--- config.mk ---
export PLATFORM = sky130hd
export DESIGN_NAME = atoe_cell
export DESIGN_NICKNAME = d
export VERILOG_FILES = /design/src/atoe_pkg.sv /design/src/atoe_cell.sv
export SDC_FILE = /design/constraint.sdc
export NUM_CORES = 1
export LEC_CHECK = 0
export CAP_MARGIN = 15
export CORE_AREA = 2 2 219 221
export CTS_BUF_LIST = sky130_fd_sc_hd__clkbuf_8
export CTS_CLUSTER_DIAMETER = 120
export CTS_CLUSTER_SIZE = 12
export DETAILED_ROUTE_END_ITERATION = 10
export DIE_AREA = 0 0 221 223
export DONT_BUFFER_PORTS = 1
export PLACE_DENSITY = 0.35
export SLEW_MARGIN = 20
export SYNTH_ARGS = -nofsm -noshare
export SYNTH_HDL_FRONTEND = slang
export SYNTH_SLANG_ARGS = --single-unit
export TNS_END_PERCENT = 10
--- constraint.sdc ---
create_clock -name aclk -period 23.2 [get_ports aclk]
set_clock_uncertainty 0.05 [all_clocks]
set_input_delay 4.64 -clock aclk [delete_from_list [all_inputs] [get_ports aclk]]
set_output_delay 4.64 -clock aclk [all_outputs]
set_load 0.03 [all_outputs]
--- src/atoe_pkg.sv ---
// ----------------------------------------------------------------------------
// atoe_pkg: shared types and constants for the address table
// Field widths, transfer layouts, the search token that walks the cell
// chain, the write command broadcast to the cells and the control states.
// ----------------------------------------------------------------------------
package atoe_pkg;

    localparam int TABLE_DEPTH = 16;
    localparam int IDX_W       = (TABLE_DEPTH > 1) ? $clog2(TABLE_DEPTH) : 1;
    localparam int CNT_W       = $clog2(TABLE_DEPTH + 1);

    localparam int ADDR_W      = 48;
    localparam int TYPE_W      = 2;
    localparam int STR_W       = 8;
    localparam int TIME_W      = 32;
    localparam int RIDX_W      = 4;
    localparam int SLOT_W      = 4;
    localparam int FILL_W      = 5;
    localparam int CMP_W       = (IDX_W > RIDX_W) ? IDX_W : RIDX_W;

    localparam int IN_TDATA_W  = 96;
    localparam int OUT_TDATA_W = 104;

    localparam logic KIND_SIGHT = 1'b0;
    localparam logic KIND_READ  = 1'b1;

    typedef logic [IDX_W-1:0] idx_t;
    typedef logic [CNT_W-1:0] cnt_t;

    typedef struct packed {
        logic              active;
        logic              kind;
        logic [ADDR_W-1:0] addr;
        logic [TYPE_W-1:0] atype;
        logic [STR_W-1:0]  strength;
        logic [TIME_W-1:0] now;
        logic [RIDX_W-1:0] read_index;
        logic              hit;
        idx_t              hit_idx;
        logic [TIME_W-1:0] old_time;
        idx_t              old_idx;
        logic              rd_valid;
        logic [ADDR_W-1:0] rd_addr;
        logic [TYPE_W-1:0] rd_type;
        logic [STR_W-1:0]  rd_strength;
        logic [TIME_W-1:0] rd_seen;
    } token_t;

    typedef struct packed {
        logic              en;
        logic              new_addr;
        idx_t              slot;
        logic [ADDR_W-1:0] addr;
        logic [TYPE_W-1:0] atype;
        logic [STR_W-1:0]  strength;
        logic [TIME_W-1:0] now;
    } wr_t;

    typedef enum logic [1:0] {
        ST_IDLE,
        ST_WALK,
        ST_DONE
    } state_t;

endpackage

--- src/atoe_cell.sv ---
// ----------------------------------------------------------------------------
// atoe_cell: one table entry and one stage of the search chain
// Holds an entry, folds it into the passing token (match, oldest, read)
// and registers the token toward the next cell.
// ----------------------------------------------------------------------------
module atoe_cell (
    input  logic             aclk,
    input  logic             aresetn,
    input  atoe_pkg::idx_t   cell_idx,
    input  atoe_pkg::cnt_t   count,
    input  atoe_pkg::wr_t    wr,
    input  atoe_pkg::token_t tok_in,
    output atoe_pkg::token_t tok_out
);
    import atoe_pkg::*;

    logic [ADDR_W-1:0] addr_reg;
    logic [TYPE_W-1:0] type_reg;
    logic [STR_W-1:0]  str_reg;
    logic [TIME_W-1:0] seen_reg;
    token_t            tok_reg;
    token_t            tok_next;
    logic              in_use;

    always_comb begin
        in_use   = CNT_W'(cell_idx) < count;
        tok_next = tok_in;
        if (in_use && (tok_in.kind == KIND_SIGHT)) begin
            if (!tok_in.hit && (addr_reg == tok_in.addr)) begin
                tok_next.hit     = 1'b1;
                tok_next.hit_idx = cell_idx;
            end
            if (seen_reg < tok_in.old_time) begin
                tok_next.old_time = seen_reg;
                tok_next.old_idx  = cell_idx;
            end
        end
        if (in_use && (tok_in.kind == KIND_READ) &&
            (CMP_W'(cell_idx) == CMP_W'(tok_in.read_index))) begin
            tok_next.rd_valid    = 1'b1;
            tok_next.rd_addr     = addr_reg;
            tok_next.rd_type     = type_reg;
            tok_next.rd_strength = str_reg;
            tok_next.rd_seen     = seen_reg;
        end
    end

    always_ff @(posedge aclk) begin
        if (!aresetn) begin
            tok_reg <= '0;
        end else begin
            tok_reg <= tok_next;
        end
    end

    always_ff @(posedge aclk) begin
        if (wr.en && (wr.slot == cell_idx)) begin
            if (wr.new_addr) begin
                addr_reg <= wr.addr;
            end
            type_reg <= wr.atype;
            str_reg  <= wr.strength;
            seen_reg <= wr.now;
        end
    end

    assign tok_out = tok_reg;

endmodule

Yosys cells after proc, flatten, opt, wreduce, memory -nomap -nowiden. Cells that the tools add are included.

Order comparisons: 2. Equality and inequality tests: 3. Multiplexer cells: 4. Bitwise gates (word level): 1. Reductions and logical operators: 7.

Operators with widths (count): two-way mux 91 bit (1); equality test 48 bit (1); two-way mux 41 bit (1); two-way mux 36 bit (1); < comparator 32 bit (1); equality test 4 bit (2); logical AND 1 bit (5); < comparator 4 x 5 -> 1 bit (1); two-way mux 5 bit (1); AND reduction 2 bit (1); logical NOT 1 bit (1); NOT 1 bit (1).

Register bits: 318. Input port bits: 335. Output and inout bits: 228. Word-level logic and storage cells: 37.

Depth between registers and ports, before layout.
Depth in word-level cells: 4. Mapped depth: 10.

Worst setup path after synthesis. No wires, ideal clock.

Path type: input to register. Start point: input port cell_idx[2]. End point: register addr_reg[0] (enable). Library setup time: 0.410 ns. Arrival time: 10.466 ns. Path slack: 12.274 ns. Stages: 3. Cells stage by stage: xor2_1 -> nor4_1 -> and2_1.

Longest elaborated chain between the ends: 3.

RTL lines: from (decl) (line atoe_cell.sv:9) `input atoe_pkg::idx_t cell_idx,`; equality test 4 bit (line atoe_cell.sv:57) `if (wr.en && (wr.slot == cell_idx)) begin`; logical AND 1 bit (line atoe_cell.sv:57); AND reduction 2 bit (no line); to (signal assigned) (line atoe_cell.sv:59) `addr_reg <= wr.addr;`; to (decl) (line atoe_cell.sv:17) `logic [ADDR_W-1:0] addr_reg;`.

Every way passes these cells. A chain may end at the register's enable or synchronous reset.

Worst setup path after layout.
Start point: input port count[2]. End point: register tok_reg, in the netlist tok_out[49].

Longest elaborated chain between the ends: 4.

RTL lines: from (decl) (line atoe_cell.sv:10) `input atoe_pkg::cnt_t count,`; < comparator 4 x 5 -> 1 bit (line atoe_cell.sv:26) `in_use = CNT_W'(cell_idx) < count;`; logical AND 1 bit (2 in series) (line atoe_cell.sv:38) `if (in_use && (tok_in.kind == KIND_READ) &&`; two-way mux 91 bit (line atoe_cell.sv:38); to (signal assigned) (line atoe_cell.sv:52) `tok_reg <= tok_next;`; to (decl) (line atoe_cell.sv:21) `token_t tok_reg;`.

Every way passes these cells.

==> results.md <==
- Status: finished, final reports clean
- Worst-Margin Slew: 0.8157 ns
- Final Hold Viols: 0
- Critical path endpoint category: register
- Htree depth: 1
- Cell row count: 80
- Clock latency on the worst-skew pair: 0.66 ns
- Crit path cell chain: inv_1, ha_1, a21oi_1, o21ai_0, a21oi_1, o21a_4, buf_4, nand2_1, a21boi_0
- Synthesized net count: 1424
- Sw frac: 28.45%
- Final slew viol count: 0
- DRC: 0
- Root buf cell: clkbuf_8
- Synth area leader: dfxtp_1
- Sw power: 0.0002972 W
- Yosys reg bits: 318
- Clock transition at the registers of the reported paths: 0.09 ns
- Cell count after synthesis: 1055
- RR Startpoint: addr_reg[45]$_DFFE_PP_
- Post-CTS Resized: 0
- Avg Vias per Cell: 4.373
- Clock sinks: 318
- Fill cell count: 4994
- Synth Cell Area: 11700 um^2
- Crit start category: primary input
- Share of cells above drive strength 1: 4.413%
- Area Growth Syn to Fin: 9.718%
- Tot GR Track Use: 15.75%
- IO Pins: 563
- HP Class: register to register
- Maximum VDD drop: 0.04189 mV
- Initial antenna violation count: 5
- Final antenna-violating net count: 0
- Critical Path Sink: tok_out[49]$_SDFF_PN0_
- RR Endpoint: tok_out[129]$_SDFF_PN0_
- Reg power frac: 63.7%
- R2R depth: 6
- Yosys cell types: 34
- Placer Congestion: 0.7311
- Post-detail-place hpwl: 30.05 mm
- Logic gate share of total power: 5.3%
- Internal power: 0.0007476 W
- Core Area: 47150 um^2
- Synth Area per Inst: 11.09 um^2
- Buffers on Ports: 0
- Layout Cells excl Fill: 1682
- Global-route wire length before repair: 56.59 mm
- Max FFs per register: 228
- Fin crit share: 29.38%
- Max-cap violation count: 0
- Initial Util: 24.82%
- Crit Path Category: primary input to register
- Cell count along the critical path: 9
- Worst hold slack: 0.4840 ns
- Reg2reg setup slack: 20.01 ns
- RSZ-0062 raised after global routing: no
- Crit-path max cell delay: 0.68 ns
- Vias in the first global route: 7684
- CTS tree: done
- # setup viols final: 0
- Most frequent cells in the layout: nand2_1 (258), dfxtp_1 (228), and2_1 (96)
- P_leak: 5.024 nW
- Fmax: 146.7 MHz
- CP most frequent cell: a21oi_1
- Die W: 221 um
- DR WL/cell: 24.01 um
- Crit path from: count[2]
- Total power: 0.001045 W
- First-pass detailed-route iteration total: 6
- Iter 0 DRT Violations: 344
- Placed cell count: 1625
- Crit Path Max Fanout: 60
- Clk pwr share: 31.0%
- Total routed wirelength: 40.39 mm
- Total Nets Final: 1411
- Setup TNS: 0 ns
- Critical path's top delay family: compound AO/OA/AOI/OAI gates
- Seq/Total Area, Yosys: 62.09%
- Number of hold buffers added after cts: 0
- Slowest cell on crit path: buf_4
- Clock buffer depth: 3
- Synth top area cells: dfxtp_1 (39%), edfxtp_1 (23%), nand2_1 (8.3%)
- Via count: 7356
- GR Overflow Total: 0
- Die Y: 223 um
- CP bufs+invs: 2
- Post-synth top area share: 39.00%
- Max-slew headroom: 45.12%
- Die ar.: 49280 um^2
- Pin count of the biggest net entering global routing: 265
- WP data required: 23.66 ns
- TritonCTS Buffers: 30
- Tmin final: 6.816 ns
- Worst endpoint data arrival time: 7.28 ns
- Commonest non-fill, non-tap cell in the layout: nand2_1
- PD cells: 81.36 nW/um^2
- # Post-CTS Setup Buffers: 0
- YS warnings: 0
## how the worst min path moves through the flow
stage,from,slack (ns),end,cells past startpoint
after global routing,type_reg[1]$_DFFE_PP_,0.51,tok_out[41]$_SDFF_PN0_,2
after global placement,str_reg[5]$_DFFE_PP_,0.46,tok_out[37]$_SDFF_PN0_,2
final,str_reg[6]$_DFFE_PP_,0.48,tok_out[38]$_SDFF_PN0_,2
after floorplan,str_reg[0]$_DFFE_PP_,0.45,tok_out[32]$_SDFF_PN0_,2
after detailed placement,str_reg[6]$_DFFE_PP_,0.47,tok_out[38]$_SDFF_PN0_,2
after CTS,str_reg[5]$_DFFE_PP_,0.48,tok_out[37]$_SDFF_PN0_,2
## synth_stat cells
| library cell | instances |
|---|---|
| a311oi_1 | 1 |
| a2111o_1 | 1 |
| o21ai_1 | 1 |
| nor2b_1 | 5 |
| ha_1 | 34 |
| o21a_1 | 4 |
| a221o_1 | 1 |
| nor4_1 | 5 |
| a211oi_1 | 1 |
| nor2_1 | 5 |
| o21ai_0 | 2 |
| nand2b_4 | 1 |
| and3_1 | 1 |
| nand3_1 | 7 |
| nand4_1 | 18 |
| a2111oi_2 | 2 |
| xnor2_1 | 50 |
| buf_12 | 3 |
| dfxtp_1 | 228 |
| xor2_1 | 6 |
| clkbuf_1 | 48 |
| a21oi_1 | 10 |
| o21bai_1 | 1 |
| o311ai_1 | 1 |
| and2_1 | 97 |
| edfxtp_1 | 90 |
| a221oi_1 | 1 |
| mux2i_1 | 40 |
| buf_6 | 1 |
| nand2_1 | 258 |
| a21boi_0 | 91 |
| a21o_1 | 5 |
| nor3_1 | 1 |
| inv_1 | 35 |
## kinds of logic after synthesis
kind of cell / share of synthesized area (%)
simple gates: 15.63
xor+xnor: 4.191
compound gates: 7.762
fa+ha+maj: 3.635
mux: 3.421
flops: 62.09
buf+inv: 3.271
## power by group through the flow
stage / registers (W) / logic (W) / clock network, W
after global routing: 0.000668 / 0.0000637 / 0.000362
after detailed placement: 0.000679 / 0.0000572 / 0
final: 0.000665 / 0.0000554 / 0.000324
after CTS: 0.000666 / 0.0000573 / 0.000342
after floorplan: 0.000670 / 0.0000494 / 0
after global placement: 0.000680 / 0.0000559 / 0
## through the flow
stage	utilization, %	area, um^2	setup WS, ns
floorplan	-	11700	12.27
global placement	26.12	12310	15.41
detailed placement	26.13	12320	15.64
CTS	27.23	12840	16.33
global route	27.23	12840	16.23
finish	27.24	12840	16.38
## cell type report
type	count	area (um^2)	share of cell area (%)
Timing Repair Buffer	7	52.55	0.4092
Sequential cell	318	7267	56.59
Tap cell	615	769.5	5.992
Multi-Input combinational cell	650	4099	31.92
Inverter	35	131.4	1.023
Clock inverter	25	103.9	0.8087
Antenna cell	2	5.005	0.03897
Clock buffer	30	412.9	3.215
## worst reg2reg max path: stages (launching register included)
cell and delay (ns):
edfxtp_1 0.42, xnor2_1 0.51, nand4_1 0.23, nor4_1 0.73, nand4_1 0.63, mux2i_1 0.43, nor2b_1 0.08
## per-layer routing
metal	routed length [um]	vias to the layer above	global-route usage (%)
met5	44	-	0
met4	892	6	4.092
met3	4262	58	6.756
met2	20330	359	27.89
met1	14860	3490	17.22
li1	-	3443	-
Note: power is estimated with default switching activity, not from simulation.
